<file path="src/hw/rtl/allfl_pkg.sv">
// Shared types and codes for the array linked list with free list.
// Holds operation, status and register codes and the controller/datapath structs.
// No dependencies.
`default_nettype none

package allfl_pkg;

  localparam int OP_W = 2;
  localparam int STATUS_W = 2;
  localparam int CFG_INDEX_W = 2;

  localparam logic [OP_W-1:0] OP_LOAD   = 2'd0;
  localparam logic [OP_W-1:0] OP_INSERT = 2'd1;
  localparam logic [OP_W-1:0] OP_REMOVE = 2'd2;
  localparam logic [OP_W-1:0] OP_NONE   = 2'd3;

  localparam logic [STATUS_W-1:0] ST_OK      = 2'd0;
  localparam logic [STATUS_W-1:0] ST_NO_FREE = 2'd1;
  localparam logic [STATUS_W-1:0] ST_BAD_POS = 2'd2;

  localparam logic [CFG_INDEX_W-1:0] CFG_LIST_START = 2'd0;
  localparam logic [CFG_INDEX_W-1:0] CFG_FREE_START = 2'd1;

  typedef struct packed {
    logic capture;
    logic walk_init;
    logic step;
    logic load_wr;
    logic fail_free;
    logic fail_pos;
    logic ins_head;
    logic ins_tmp;
    logic ins_wr;
    logic ins_link;
    logic rem_unlink;
    logic rem_free;
    logic emit;
  } cmd_t;

  typedef struct packed {
    logic [OP_W-1:0] op;
    logic            pos_one;
    logic            k_bad;
    logic            free_ok;
    logic            rem_zero;
    logic            rem_one;
    logic            cur_ok;
    logic            rd_ok;
    logic            out_busy;
  } stat_t;

endpackage

`default_nettype wire

</file>
<file path="src/hw/rtl/allfl_ram.sv">
// Generic single-write, single-read RAM with registered read data.
// No dependencies.
`default_nettype none

module allfl_ram #(
  parameter int WIDTH = 32,
  parameter int DEPTH = 16
) (
  input  wire logic                     clk,
  input  wire logic                     we,
  input  wire logic [$clog2(DEPTH)-1:0] waddr,
  input  wire logic [WIDTH-1:0]         wdata,
  input  wire logic [$clog2(DEPTH)-1:0] raddr,
  output logic      [WIDTH-1:0]         rdata
);

  logic [WIDTH-1:0] mem [DEPTH];

  always_ff @(posedge clk) begin
    if (we) begin
      mem[waddr] <= wdata;
    end
    rdata <= mem[raddr];
  end

endmodule

`default_nettype wire

</file>
<file path="src/hw/rtl/allfl_dpath.sv">
// Datapath: list heads, walk registers, node tables and output register.
// Depends on allfl_pkg and allfl_ram.
`default_nettype none

module allfl_dpath #(
  parameter int NODE_COUNT   = 16,
  parameter int PAYLOAD_BITS = 32
) (
  input  wire logic                                clk,
  input  wire logic                                rst_n,
  input  wire allfl_pkg::cmd_t                     cmd,
  output allfl_pkg::stat_t                         stat,
  input  wire logic [allfl_pkg::OP_W-1:0]          in_op,
  input  wire logic [$clog2(NODE_COUNT+1)-1:0]     in_num,
  input  wire logic [$clog2(NODE_COUNT+1)-1:0]     in_pos,
  input  wire logic [PAYLOAD_BITS-1:0]             in_pay,
  input  wire logic [$clog2(NODE_COUNT+1)-1:0]     in_lnk,
  input  wire logic                                cfg_we,
  input  wire logic [allfl_pkg::CFG_INDEX_W-1:0]   cfg_index,
  input  wire logic [$clog2(NODE_COUNT+1)-1:0]     cfg_data,
  input  wire logic                                out_ready,
  output logic                                     out_valid,
  output logic      [allfl_pkg::STATUS_W-1:0]      out_status,
  output logic      [$clog2(NODE_COUNT+1)-1:0]     out_node,
  output logic      [PAYLOAD_BITS-1:0]             out_pay
);

  localparam int LINK_W = $clog2(NODE_COUNT+1);
  localparam int ADDR_W = $clog2(NODE_COUNT);
  localparam logic [LINK_W:0] N_EXT    = (LINK_W+1)'(NODE_COUNT);
  localparam logic [LINK_W:0] N_P1_EXT = (LINK_W+1)'(NODE_COUNT + 1);

  function automatic logic node_ok(input logic [LINK_W-1:0] n);
    return (n != '0) && ({1'b0, n} <= N_EXT);
  endfunction

  function automatic logic [ADDR_W-1:0] idx(input logic [LINK_W-1:0] n);
    logic [LINK_W-1:0] m;
    m = n - LINK_W'(1);
    return m[ADDR_W-1:0];
  endfunction

  logic [allfl_pkg::OP_W-1:0]     op_r;
  logic [LINK_W-1:0]              num_r;
  logic [LINK_W-1:0]              pos_r;
  logic [PAYLOAD_BITS-1:0]        pay_r;
  logic [LINK_W-1:0]              lnk_r;
  logic [LINK_W-1:0]              list_head_r;
  logic [LINK_W-1:0]              free_head_r;
  logic [LINK_W-1:0]              cur_r;
  logic [LINK_W-1:0]              prev_r;
  logic [LINK_W-1:0]              rem_r;
  logic [LINK_W-1:0]              tmp_r;
  logic [allfl_pkg::STATUS_W-1:0] res_status_r;
  logic [LINK_W-1:0]              res_node_r;
  logic [PAYLOAD_BITS-1:0]        res_pay_r;
  logic                           out_valid_r;
  logic [allfl_pkg::STATUS_W-1:0] out_status_r;
  logic [LINK_W-1:0]              out_node_r;
  logic [PAYLOAD_BITS-1:0]        out_pay_r;

  logic                    lk_we;
  logic [ADDR_W-1:0]       lk_waddr;
  logic [LINK_W-1:0]       lk_wdata;
  logic [ADDR_W-1:0]       lk_raddr;
  logic [LINK_W-1:0]       lk_rdata;
  logic                    py_we;
  logic [ADDR_W-1:0]       py_waddr;
  logic [PAYLOAD_BITS-1:0] py_wdata;
  logic [PAYLOAD_BITS-1:0] py_rdata;
  logic                    pos_one;
  logic [LINK_W-1:0]       rem_init;

  assign pos_one  = (pos_r == LINK_W'(1));
  assign rem_init = (op_r == allfl_pkg::OP_INSERT) ? (pos_r - LINK_W'(2))
                                                   : (pos_r - LINK_W'(1));

  always_comb begin
    stat.op       = op_r;
    stat.pos_one  = pos_one;
    if (op_r == allfl_pkg::OP_REMOVE) begin
      stat.k_bad = (pos_r == '0) || ({1'b0, pos_r} > N_EXT);
    end else begin
      stat.k_bad = (pos_r == '0) || ({1'b0, pos_r} > N_P1_EXT);
    end
    stat.free_ok  = node_ok(free_head_r);
    stat.rem_zero = (rem_r == '0);
    stat.rem_one  = (rem_r == LINK_W'(1));
    stat.cur_ok   = node_ok(cur_r);
    stat.rd_ok    = node_ok(lk_rdata);
    stat.out_busy = out_valid_r && !out_ready;
  end

  // link table ports
  always_comb begin
    lk_we    = 1'b0;
    lk_waddr = idx(cur_r);
    lk_wdata = free_head_r;
    if (cmd.load_wr) begin
      lk_we    = node_ok(num_r);
      lk_waddr = idx(num_r);
      lk_wdata = lnk_r;
    end else if (cmd.ins_wr) begin
      lk_we    = 1'b1;
      lk_waddr = idx(free_head_r);
      lk_wdata = tmp_r;
    end else if (cmd.ins_link) begin
      lk_we    = !pos_one;
      lk_waddr = idx(cur_r);
      lk_wdata = res_node_r;
    end else if (cmd.rem_unlink) begin
      lk_we    = !pos_one;
      lk_waddr = idx(prev_r);
      lk_wdata = lk_rdata;
    end else if (cmd.rem_free) begin
      lk_we    = 1'b1;
      lk_waddr = idx(cur_r);
      lk_wdata = free_head_r;
    end

    if (cmd.step) begin
      lk_raddr = idx(lk_rdata);
    end else if (cmd.ins_head || cmd.ins_tmp) begin
      lk_raddr = idx(free_head_r);
    end else begin
      lk_raddr = idx(cur_r);
    end
  end

  // payload table ports
  always_comb begin
    py_we    = 1'b0;
    py_waddr = idx(cur_r);
    py_wdata = '0;
    if (cmd.load_wr) begin
      py_we    = node_ok(num_r);
      py_waddr = idx(num_r);
      py_wdata = pay_r;
    end else if (cmd.ins_wr) begin
      py_we    = 1'b1;
      py_waddr = idx(free_head_r);
      py_wdata = pay_r;
    end else if (cmd.rem_unlink) begin
      py_we    = 1'b1;
      py_waddr = idx(cur_r);
      py_wdata = '0;
    end
  end

  allfl_ram #(.WIDTH(LINK_W), .DEPTH(NODE_COUNT)) u_link_ram (
    .clk   (clk),
    .we    (lk_we),
    .waddr (lk_waddr),
    .wdata (lk_wdata),
    .raddr (lk_raddr),
    .rdata (lk_rdata)
  );

  allfl_ram #(.WIDTH(PAYLOAD_BITS), .DEPTH(NODE_COUNT)) u_pay_ram (
    .clk   (clk),
    .we    (py_we),
    .waddr (py_waddr),
    .wdata (py_wdata),
    .raddr (idx(cur_r)),
    .rdata (py_rdata)
  );

  always_ff @(posedge clk) begin
    if (!rst_n) begin
      list_head_r <= '0;
      free_head_r <= '0;
      out_valid_r <= 1'b0;
    end else begin
      if (cfg_we && cfg_index == allfl_pkg::CFG_LIST_START) begin
        list_head_r <= cfg_data;
      end else if (cmd.ins_link && pos_one) begin
        list_head_r <= res_node_r;
      end else if (cmd.rem_unlink && pos_one) begin
        list_head_r <= lk_rdata;
      end

      if (cfg_we && cfg_index == allfl_pkg::CFG_FREE_START) begin
        free_head_r <= cfg_data;
      end else if (cmd.ins_wr) begin
        free_head_r <= lk_rdata;
      end else if (cmd.rem_free) begin
        free_head_r <= cur_r;
      end

      if (cmd.emit) begin
        out_valid_r <= 1'b1;
      end else if (out_ready) begin
        out_valid_r <= 1'b0;
      end
    end

    if (cmd.capture) begin
      op_r         <= in_op;
      num_r        <= in_num;
      pos_r        <= in_pos;
      pay_r        <= in_pay;
      lnk_r        <= in_lnk;
      res_status_r <= allfl_pkg::ST_OK;
      res_node_r   <= '0;
      res_pay_r    <= '0;
    end
    if (cmd.fail_free) begin
      res_status_r <= allfl_pkg::ST_NO_FREE;
    end
    if (cmd.fail_pos) begin
      res_status_r <= allfl_pkg::ST_BAD_POS;
    end
    if (cmd.walk_init) begin
      cur_r <= list_head_r;
      rem_r <= rem_init;
    end
    if (cmd.step) begin
      prev_r <= cur_r;
      cur_r  <= lk_rdata;
      rem_r  <= rem_r - LINK_W'(1);
    end
    if (cmd.ins_head) begin
      tmp_r <= list_head_r;
    end
    if (cmd.ins_tmp) begin
      tmp_r <= lk_rdata;
    end
    if (cmd.ins_wr) begin
      res_node_r <= free_head_r;
    end
    if (cmd.rem_unlink) begin
      res_pay_r <= py_rdata;
    end
    if (cmd.rem_free) begin
      res_node_r <= cur_r;
    end
    if (cmd.emit) begin
      out_status_r <= res_status_r;
      out_node_r   <= res_node_r;
      out_pay_r    <= res_pay_r;
    end
  end

  assign out_valid  = out_valid_r;
  assign out_status = out_status_r;
  assign out_node   = out_node_r;
  assign out_pay    = out_pay_r;

  a_step_has_links: assert property (@(posedge clk) disable iff (!rst_n)
    cmd.step |-> rem_r != '0)
    else $error("walk step with no links left to follow");

  a_emit_sets_valid: assert property (@(posedge clk) disable iff (!rst_n)
    cmd.emit |=> out_valid_r && out_status_r == $past(res_status_r))
    else $error("result not presented after emit");

endmodule

`default_nettype wire

</file>
<file path="src/hw/rtl/allfl_ctrl.sv">
// Controller state machine: sequences decode, list walk, table updates and result.
// Depends on allfl_pkg.
`default_nettype none

module allfl_ctrl (
  input  wire logic             clk,
  input  wire logic             rst_n,
  input  wire logic             in_tvalid,
  output logic                  in_tready,
  input  wire allfl_pkg::stat_t stat,
  output allfl_pkg::cmd_t       cmd
);

  typedef enum logic [3:0] {
    S_IDLE,
    S_DECODE,
    S_WSTART,
    S_WSTEP,
    S_INS_PREV,
    S_INS_WR,
    S_INS_LINK,
    S_REM_UNLINK,
    S_REM_FREE,
    S_RESP
  } state_t;

  state_t state_r;
  state_t state_nxt;

  always_comb begin
    cmd       = '0;
    state_nxt = state_r;
    unique case (state_r)
      S_IDLE: begin
        if (in_tvalid) begin
          cmd.capture = 1'b1;
          state_nxt   = S_DECODE;
        end
      end
      S_DECODE: begin
        unique case (stat.op)
          allfl_pkg::OP_LOAD: begin
            cmd.load_wr = 1'b1;
            state_nxt   = S_RESP;
          end
          allfl_pkg::OP_INSERT: begin
            priority if (!stat.free_ok) begin
              cmd.fail_free = 1'b1;
              state_nxt     = S_RESP;
            end else if (stat.pos_one) begin
              cmd.ins_head = 1'b1;
              state_nxt    = S_INS_WR;
            end else if (stat.k_bad) begin
              cmd.fail_pos = 1'b1;
              state_nxt    = S_RESP;
            end else begin
              cmd.walk_init = 1'b1;
              state_nxt     = S_WSTART;
            end
          end
          allfl_pkg::OP_REMOVE: begin
            if (stat.k_bad) begin
              cmd.fail_pos = 1'b1;
              state_nxt    = S_RESP;
            end else begin
              cmd.walk_init = 1'b1;
              state_nxt     = S_WSTART;
            end
          end
          default: begin
            state_nxt = S_RESP;
          end
        endcase
      end
      S_WSTART: begin
        if (!stat.cur_ok) begin
          cmd.fail_pos = 1'b1;
          state_nxt    = S_RESP;
        end else if (!stat.rem_zero) begin
          state_nxt = S_WSTEP;
        end else if (stat.op == allfl_pkg::OP_INSERT) begin
          state_nxt = S_INS_PREV;
        end else begin
          state_nxt = S_REM_UNLINK;
        end
      end
      S_WSTEP: begin
        cmd.step = 1'b1;
        if (stat.rem_one || !stat.rd_ok) begin
          state_nxt = S_WSTART;
        end
      end
      S_INS_PREV: begin
        cmd.ins_tmp = 1'b1;
        state_nxt   = S_INS_WR;
      end
      S_INS_WR: begin
        cmd.ins_wr = 1'b1;
        state_nxt  = S_INS_LINK;
      end
      S_INS_LINK: begin
        cmd.ins_link = 1'b1;
        state_nxt    = S_RESP;
      end
      S_REM_UNLINK: begin
        cmd.rem_unlink = 1'b1;
        state_nxt      = S_REM_FREE;
      end
      S_REM_FREE: begin
        cmd.rem_free = 1'b1;
        state_nxt    = S_RESP;
      end
      S_RESP: begin
        if (!stat.out_busy) begin
          cmd.emit  = 1'b1;
          state_nxt = S_IDLE;
        end
      end
      default: begin
        state_nxt = S_IDLE;
      end
    endcase
  end

  always_ff @(posedge clk) begin
    if (!rst_n) begin
      state_r <= S_IDLE;
    end else begin
      state_r <= state_nxt;
    end
  end

  assign in_tready = (state_r == S_IDLE);

  a_one_item: assert property (@(posedge clk) disable iff (!rst_n)
    (in_tvalid && in_tready) |=> !in_tready)
    else $error("second item taken while one is in work");

  a_one_write: assert property (@(posedge clk) disable iff (!rst_n)
    $onehot0({cmd.load_wr, cmd.ins_wr, cmd.ins_link, cmd.rem_unlink, cmd.rem_free}))
    else $error("conflicting table writes");

  a_emit_free: assert property (@(posedge clk) disable iff (!rst_n)
    cmd.emit |-> !stat.out_busy)
    else $error("result written over an untaken one");

endmodule

`default_nettype wire

</file>
<file path="src/hw/rtl/array_linked_list_free_list_core.sv">
// Array linked list with free list: load, insert at position, remove at position.
// Load, the unused op and errors caught at decode go straight to the result. Insert past
// position 2 and remove past the head walk the list first, L (1 to NODE_COUNT-1) being the
// links followed, one per cycle.
// One item at a time: the next is accepted only in idle, entered as its result is registered.
// Reset clears the list and free heads and the output valid; node tables are not cleared.
`default_nettype none

module array_linked_list_free_list_core #(
  parameter int NODE_COUNT   = 16,
  parameter int PAYLOAD_BITS = 32
) (
  input  wire logic                                      clk,
  input  wire logic                                      rst_n,
  // tdata: node_number, position, payload, next_link (lowest bit up), zero padded
  input  wire logic [((3*$clog2(NODE_COUNT+1)+PAYLOAD_BITS+7)/8)*8-1:0] in_tdata,
  // tuser: operation
  input  wire logic [allfl_pkg::OP_W-1:0]                in_tuser,
  input  wire logic                                      in_tvalid,
  output logic                                           in_tready,
  // tdata: node_taken, removed_payload (lowest bit up), zero padded
  output logic [(($clog2(NODE_COUNT+1)+PAYLOAD_BITS+7)/8)*8-1:0] out_tdata,
  // tuser: status
  output logic [allfl_pkg::STATUS_W-1:0]                 out_tuser,
  output logic                                           out_tvalid,
  input  wire logic                                      out_tready,
  input  wire logic                                      cfg_valid,
  output logic                                           cfg_ready,
  input  wire logic [allfl_pkg::CFG_INDEX_W-1:0]         cfg_index,
  input  wire logic [$clog2(NODE_COUNT+1)-1:0]           cfg_data
);

  localparam int LINK_W   = $clog2(NODE_COUNT+1);
  localparam int OUT_BITS = LINK_W + PAYLOAD_BITS;
  localparam int OUT_W    = ((OUT_BITS + 7) / 8) * 8;

  allfl_pkg::cmd_t  cmd;
  allfl_pkg::stat_t stat;

  logic [allfl_pkg::STATUS_W-1:0] res_status;
  logic [LINK_W-1:0]              res_node;
  logic [PAYLOAD_BITS-1:0]        res_pay;

  assign cfg_ready = 1'b1;

  allfl_ctrl u_ctrl (
    .clk       (clk),
    .rst_n     (rst_n),
    .in_tvalid (in_tvalid),
    .in_tready (in_tready),
    .stat      (stat),
    .cmd       (cmd)
  );

  allfl_dpath #(
    .NODE_COUNT   (NODE_COUNT),
    .PAYLOAD_BITS (PAYLOAD_BITS)
  ) u_dpath (
    .clk        (clk),
    .rst_n      (rst_n),
    .cmd        (cmd),
    .stat       (stat),
    .in_op      (in_tuser),
    .in_num     (in_tdata[LINK_W-1:0]),
    .in_pos     (in_tdata[2*LINK_W-1:LINK_W]),
    .in_pay     (in_tdata[2*LINK_W+PAYLOAD_BITS-1:2*LINK_W]),
    .in_lnk     (in_tdata[3*LINK_W+PAYLOAD_BITS-1:2*LINK_W+PAYLOAD_BITS]),
    .cfg_we     (cfg_valid && cfg_ready),
    .cfg_index  (cfg_index),
    .cfg_data   (cfg_data),
    .out_ready  (out_tready),
    .out_valid  (out_tvalid),
    .out_status (res_status),
    .out_node   (res_node),
    .out_pay    (res_pay)
  );

  assign out_tuser = res_status;
  assign out_tdata = OUT_W'({res_pay, res_node});

endmodule

`default_nettype wire

</file>
<file path="config.mk">
export PLATFORM = sky130hd
export DESIGN_NAME = array_linked_list_free_list_core
export DESIGN_NICKNAME = d
export VERILOG_FILES = /design/src/hw/rtl/allfl_pkg.sv /design/src/hw/rtl/allfl_ram.sv /design/src/hw/rtl/allfl_dpath.sv /design/src/hw/rtl/allfl_ctrl.sv /design/src/hw/rtl/array_linked_list_free_list_core.sv
export SDC_FILE = /design/constraint.sdc
export NUM_CORES = 1
export LEC_CHECK = 0
export BUFFER_PORTS_ARGS = -buffer_cell sky130_fd_sc_hd__buf_2
export CELL_PAD_IN_SITES_DETAIL_PLACEMENT = 1
export CELL_PAD_IN_SITES_GLOBAL_PLACEMENT = 2
export CORE_MARGIN = 2
export CORE_UTILIZATION = 50
export CTS_BUF_LIST = sky130_fd_sc_hd__clkbuf_4 sky130_fd_sc_hd__clkbuf_8
export DETAILED_ROUTE_END_ITERATION = 10
export MAX_ROUTING_LAYER = met4
export PLACE_DENSITY = 0.84
export SYNTH_ARGS = -nofsm -noshare
export SYNTH_HDL_FRONTEND = slang
export SYNTH_SLANG_ARGS = --single-unit
</file>
<file path="constraint.sdc">
create_clock -name clk -period 4.85 [get_ports clk]
set_input_delay 0.485 -clock clk [delete_from_list [all_inputs] [get_ports clk]]
set_output_delay 0.485 -clock clk [all_outputs]
set_load 0.02 [all_outputs]
</file>
# Yosys cells after proc, flatten, opt, wreduce, memory -nomap -nowiden
# Memories as Yosys holds them, arrays and structs flattened. A register that Yosys moved wholly into a read port is not among the register bits.
# Index checks and enable logic that the tools add are counted.
# totals
output_inout_bits	45
memories	2
elab_cells	175
ff_bits	161
ramBits	592
inputBits	62
# memory_table
name	words	width	rd	rd_ports_with_merged_regs	wr	line	text
u_dpath.u_pay_ram.mem	16	32	1	1	1	allfl_ram.sv:17	logic [WIDTH-1:0] mem [DEPTH];
u_dpath.u_link_ram.mem	16	5	1	1	1	allfl_ram.sv:17	
# op_classes
order_cmp	6
eq_ne	17
add_sub_neg	8
n_reduce_logical	35
n_mux	88
# op_table
operator	n
32-bit 2-to-1 mux	4
5-bit 2-to-1 mux	20
4-bit 2-to-1 mux	15
1-bit 2-to-1 mux	38
4-bit one-hot mux with 9 select lines	1
5-bit <= comparator, second input constant	4
5-bit nonzero test	4
4-bit by 1-bit subtractor with 4-bit output, second input constant	5
4-bit by 3-bit == test with 1-bit output, second input constant	4
5-bit by 1-bit == test with 1-bit output, second input constant	2
5-bit greater-than comparator, second input constant	2
5-bit logical NOT	2
2-bit 2-to-1 mux	5
2-bit nonzero test	5
5-bit by 1-bit subtractor with 5-bit output, second input constant	2
1-bit logical AND	9
3-bit nonzero test	3
4-bit by 2-bit == test with 1-bit output, second input constant	2
4-bit == test, second input constant	2
4-bit one-hot mux with 2 select lines	1
1-bit one-hot mux with 2 select lines	3
5-bit by 2-bit subtractor with 5-bit output, second input constant	1
2-bit by 1-bit == test with 1-bit output, second input constant	2
4-bit by 1-bit == test with 1-bit output, second input constant	1
10 further kinds	17

# Logic depth before layout (Yosys ltp)
# depth
word_depth	11
ltp_mapped	13
mapped_depth_nobuf	11

# Cells and area by module
# Synthesis repeated with hierarchy kept, for this count alone.
# hier_totals
cells_unflattened	1575
hier_area_um2	30394.2
# by_module_without_submodules
mod	seq_area_each_um2	cells_each	area_each_um2	n_inst
allfl_ram at u_dpath.u_pay_ram	16015.4	838	19835.3	1
allfl_dpath	4584.4	498	6779.0	1
allfl_ram at u_dpath.u_link_ram	2502.4	155	3213.1	1
allfl_ctrl	80.1	78	529.3	1
array_linked_list_free_list_core	0.0	6	37.5	1

# Worst setup path after synthesis
# OpenSTA, ideal clock, no wires.
# synth_timing
path_type	register -> register
startpoint	reg u_dpath.cur_r[0]
endpoint	mem u_dpath.u_pay_ram.mem[12][0] (enable)
path_stages_with_launch	12
n_path_buf	4
path_slack_ns	0.917
arrival_ns	3.512
synth_period_minus_slack_ns	3.933
setup_ns	0.421
required_time_ns	4.429
path_cell_list	edfxtp_1 -> clkbuf_1 -> inv_1 -> ha_1 -> clkbuf_1 -> clkbuf_1 -> clkbuf_1 -> mux2i_1 -> o21a_1 -> nor2_1 -> nand2_1 -> nor2_1
# synth_via
elab_chain_len	3
# synth_lines
element	line	text
start, declared	allfl_dpath.sv:50	logic [LINK_W-1:0] cur_r;
start signal, assigned	allfl_dpath.sv:214	cur_r <= list_head_r;
start signal, assigned	allfl_dpath.sv:219	cur_r <= lk_rdata;
4-bit by 1-bit subtractor with 4-bit output	allfl_dpath.sv:39	m = n - LINK_W'(1);
4-bit 2-to-1 mux	allfl_dpath.sv:139	end else if (cmd.ins_wr) begin
4-bit 2-to-1 mux	allfl_dpath.sv:135	if (cmd.load_wr) begin
end, declared	allfl_ram.sv:17	
# Every way passes these cells.

# Worst setup path in the final report
# layout_timing
startpoint	reg u_ctrl.state_r[3]
endpoint	mem u_dpath.u_pay_ram.mem[14][24] (enable)
# layout_via
elab_chain_len	7
elab_cells_between_ends	13
# layout_lines
element	line	text
start, declared	allfl_ctrl.sv:27	state_t state_r;
start signal, assigned	allfl_ctrl.sv:129	state_r <= state_nxt;
4-bit by 3-bit == test with 1-bit output	allfl_ctrl.sv:33	unique case (state_r)
1-bit 2-to-1 mux	allfl_ctrl.sv:33	
1-bit 2-to-1 mux	allfl_dpath.sv:143	end else if (cmd.rem_unlink) begin
1-bit 2-to-1 mux	allfl_dpath.sv:139	
1-bit 2-to-1 mux	allfl_dpath.sv:135	
1-bit 2-to-1 mux	allfl_ram.sv:20	if (we) begin
1-bit 2-to-1 mux (implied by the code)	allfl_ram.sv:21	mem[waddr] <= wdata;
# Several ways; a longest one is shown, not always the timed one.

==> results.md <==
* Status: finished, final reports clean
* Detail Placement HPWL at 41600 um
* Core Area at 60500 um2
* PortBufs at 101
* Slew Limit Fails at 0
* Setup CP Type: flip-flop to flip-flop
* Worst min-delay path endpoint: u_ctrl.state_r[3]
* Num CTS Buffers at 133
* Met1 GRT Util at 31.8%
* Worst-path clk slew at 0.05 ns
* PD cells at 426 nW/um2
* Vias per cell at 5.92
* Placed Instances at 2448
* CTS Root Cell: clkbuf_8
* Clk sinks at 790
* Crit-path slowest cell: dfxtp_1
* Initial antenna violation count at 2
* Tcrit/Tclk final at 77.6%
* Setup Skew at 0.0389 ns
* Tot GR Track Use at 25.2%
* Busiest grt layer: met2
* Crit path cell chain: and3b_1 -> nand2b_1 -> nand2_2 -> o21ai_0 -> nand2_1 -> nor2_4 -> buf_12
* Hold depth at 2
* Min-Delay Startpoint: rst_n
* Count of cell types in the netlist at 60
* ANT nets after route at 0
* Total power at 15.2 mW
* Post-cts hold buffer count at 54
* Crit path DAT at 4.21 ns
* Slew margin rel. at 24.2%
* Total wire length at 74900 um
* Synth Cell Area at 30600 um2
* Post-CTS setup buffers at 0
* Largest net degree at the start of global routing at 131
* Layout cells sized above 1 at 29.3%
* Starting DRT DRC Count at 1561
* Buf/Inv on CP at 1
* Via count at 16200
* RSZ-0062 raised after global routing: no
* Hold slack at 0.0749 ns
* Worst IR Drop VDD at 0.301 mV
* Post-layout min period at 3.76 ns
* Leakage power total at 11.7 nW
* Starting Density at 50.6%
* Synthesis warning total at 0
* P&R area growth vs syn at 16.2%
* CP Launch Type: flip-flop
* Slack of the worst reg-to-reg path at 1.09 ns
* Ys flop type: edfxtp_1
* Seq/Total Area, Yosys at 75.7%
* First-pass GRT wire length at 112000 um
* CTS HTree Levels at 4
* DIE HEIGHT at 251 um
* Critical Path RT at 5.30 ns
* Final layout net count at 1932
* DR WL/cell at 27.3 um
* Met3 capacity usage during global routing at 4.68%
* Endpoints failing setup at 0
* Worst Hold Class: primary input to flip-flop
* Worst R2R Start: u_ctrl.state_r[3]
* Cell Count, Final, Fillers Out at 2740
* M2 GR Usage at 41.0%
* Setup TNS at 0 ns
* Gates resized, CTS repair at 0
* EDFF count, synth at 736
* Post-Syn Area per Cell at 19.0 um2
* Post-route DRC at 0
* Crit path capture type: flip-flop
* CP max stage delay at 0.66 ns
* Vias in the first global route at 17600
* Post-Route Utilization at 58.8%
* Clock Path Buffers at 3
* FFs w/ async S/R, synth at 0%
* Critical R2R Capture: u_dpath.u_pay_ram.mem[14][24]
* Synthesized instance count at 1607
* Gr ovfl total at 0
* R2R depth at 7
* Most common library cell in the layout ignoring fill and taps: edfxtp_1
* # rows at 90
* Commonest cells after routing, fill and taps aside: edfxtp_1, mux4_2, clkbuf_8, buf_2, nand2_1
* Skew-Pair Late Insertion Delay at 0.79 ns
* Crit-path leading delay family: simple AND/OR/NAND/NOR gates
* CTS tree: done
* Ports at 107
* Die width at 251 um
* Worst slew pin tran at 1.13 ns
* Crit Path Max Fanout at 20
* Routability Congestion at 0.811
* F_max at 0.266 GHz
* Final Hold Viols at 0
* Die ar. at 63200 um2
* First-pass DRT Iterations at 5
* MaxCap Viol Count at 0
* #FFs+latches synth at 790
[state kept, by name, indices dropped and copies added (netlist names)]
name and count:
u_dpath.out_pay 32, u_dpath.rem_r 5, u_dpath.prev_r 4, u_dpath.u_pay_ram.mem 512
u_dpath.list_head_r 5, u_dpath.res_status_r 2, u_dpath.cur_r 5, u_dpath.op_r 2
u_dpath.u_link_ram.mem 80, u_dpath.pos_r 5, u_dpath.out_node 5, u_dpath.num_r 5
u_dpath.free_head_r 5, u_dpath.res_pay_r 32, u_dpath.res_node_r 5, u_dpath.tmp_r 5
u_dpath.lnk_r 5, u_dpath.u_pay_ram.rdata 32, u_dpath.pay_r 32, u_dpath.out_valid 1
u_ctrl.state_r 4, u_dpath.u_link_ram.rdata 5, u_dpath.out_status 2
[cells in the mapped netlist, drive strengths merged, types with 16 or more instances]
cell type / n / area, um2
edfxtp: 736 / 22100
mux4: 160 / 3600
nor2: 84 / 323
nand2: 75 / 282
clkbuf: 64 / 240
dfxtp: 54 / 1080
o21ai: 51 / 255
a21oi: 39 / 210
and3: 38 / 243
and2: 35 / 219
nand3: 34 / 170
inv: 25 / 96.4
buf: 22 / 124
mux2i: 22 / 220
xnor2: 16 / 140
[power breakdown]
group	switching, mW	internal (mW)
logic	0.741	0.402
registers	0.167	7.80
clock network	2.72	3.33
total	3.63	11.5
[worst reg2reg max path: cells and delay by family, from the launching register on]
| family | cells | cell delay (ns) |
|---|---|---|
| and+or+nand+nor | 5 | 2.12 |
| DFF | 1 | 0.66 |
| buffers and inverters | 1 | 0.30 |
| AOI/OAI and AO/OA | 1 | 0.37 |
[area by class of cell]
class / instances / area, um2
fillers: 5326 / 24900
flip-flops and latches: 790 / 23200
multi-input cells: 708 / 7140
clock buffers: 198 / 2420
repair buffers: 197 / 1460
well taps: 782 / 978
clock inverters: 39 / 304
inverters: 25 / 96.3
diodes: 1 / 2.50
[kinds of logic after synthesis]
logic type / after synthesis / share of synthesized area, %
AOI/OAI and AO/OA: 165 / 3.50
and+or+nand+nor: 309 / 5.11
DFF: 790 / 75.7
other: 2 / 0.0245
xor gates and xnor gates: 23 / 0.658
adders and majority gates: 15 / 0.613
muxes: 192 / 12.9
buffers and inverters: 111 / 1.50
[per-stage QoR]
stage	cell area [um2]	setup WS, ns
floorplan	30600	0.917
global route	35600	0.799
global placement	32300	1.26
CTS	35600	1.13
finish	35600	1.09
detailed placement	32300	1.14
[metal layers]
layer | vias to the layer above | routed length (um)
met2 | 645 | 38300
met5 | - | 0
met3 | 147 | 4460
met1 | 8482 | 30100
li1 | 6952 | -
met4 | 0 | 1980
[how the worst max path moves through the flow]
stage,startpoint,to,slack [ns],depth (start not counted)
floorplan,u_dpath.cur_r[0],u_dpath.u_pay_ram.mem[12][0],0.92,11
global placement,u_ctrl.state_r[0],u_dpath.u_pay_ram.mem[10][7],1.26,7
detailed placement,u_ctrl.state_r[0],u_dpath.u_pay_ram.mem[10][7],1.14,7
CTS,u_ctrl.state_r[3],u_dpath.u_pay_ram.mem[15][27],1.13,7
global route,u_ctrl.state_r[0],u_dpath.u_pay_ram.mem[14][24],0.80,7
finish,u_ctrl.state_r[3],u_dpath.u_pay_ram.mem[14][24],1.09,7
(Power assumes the default switching activity.)
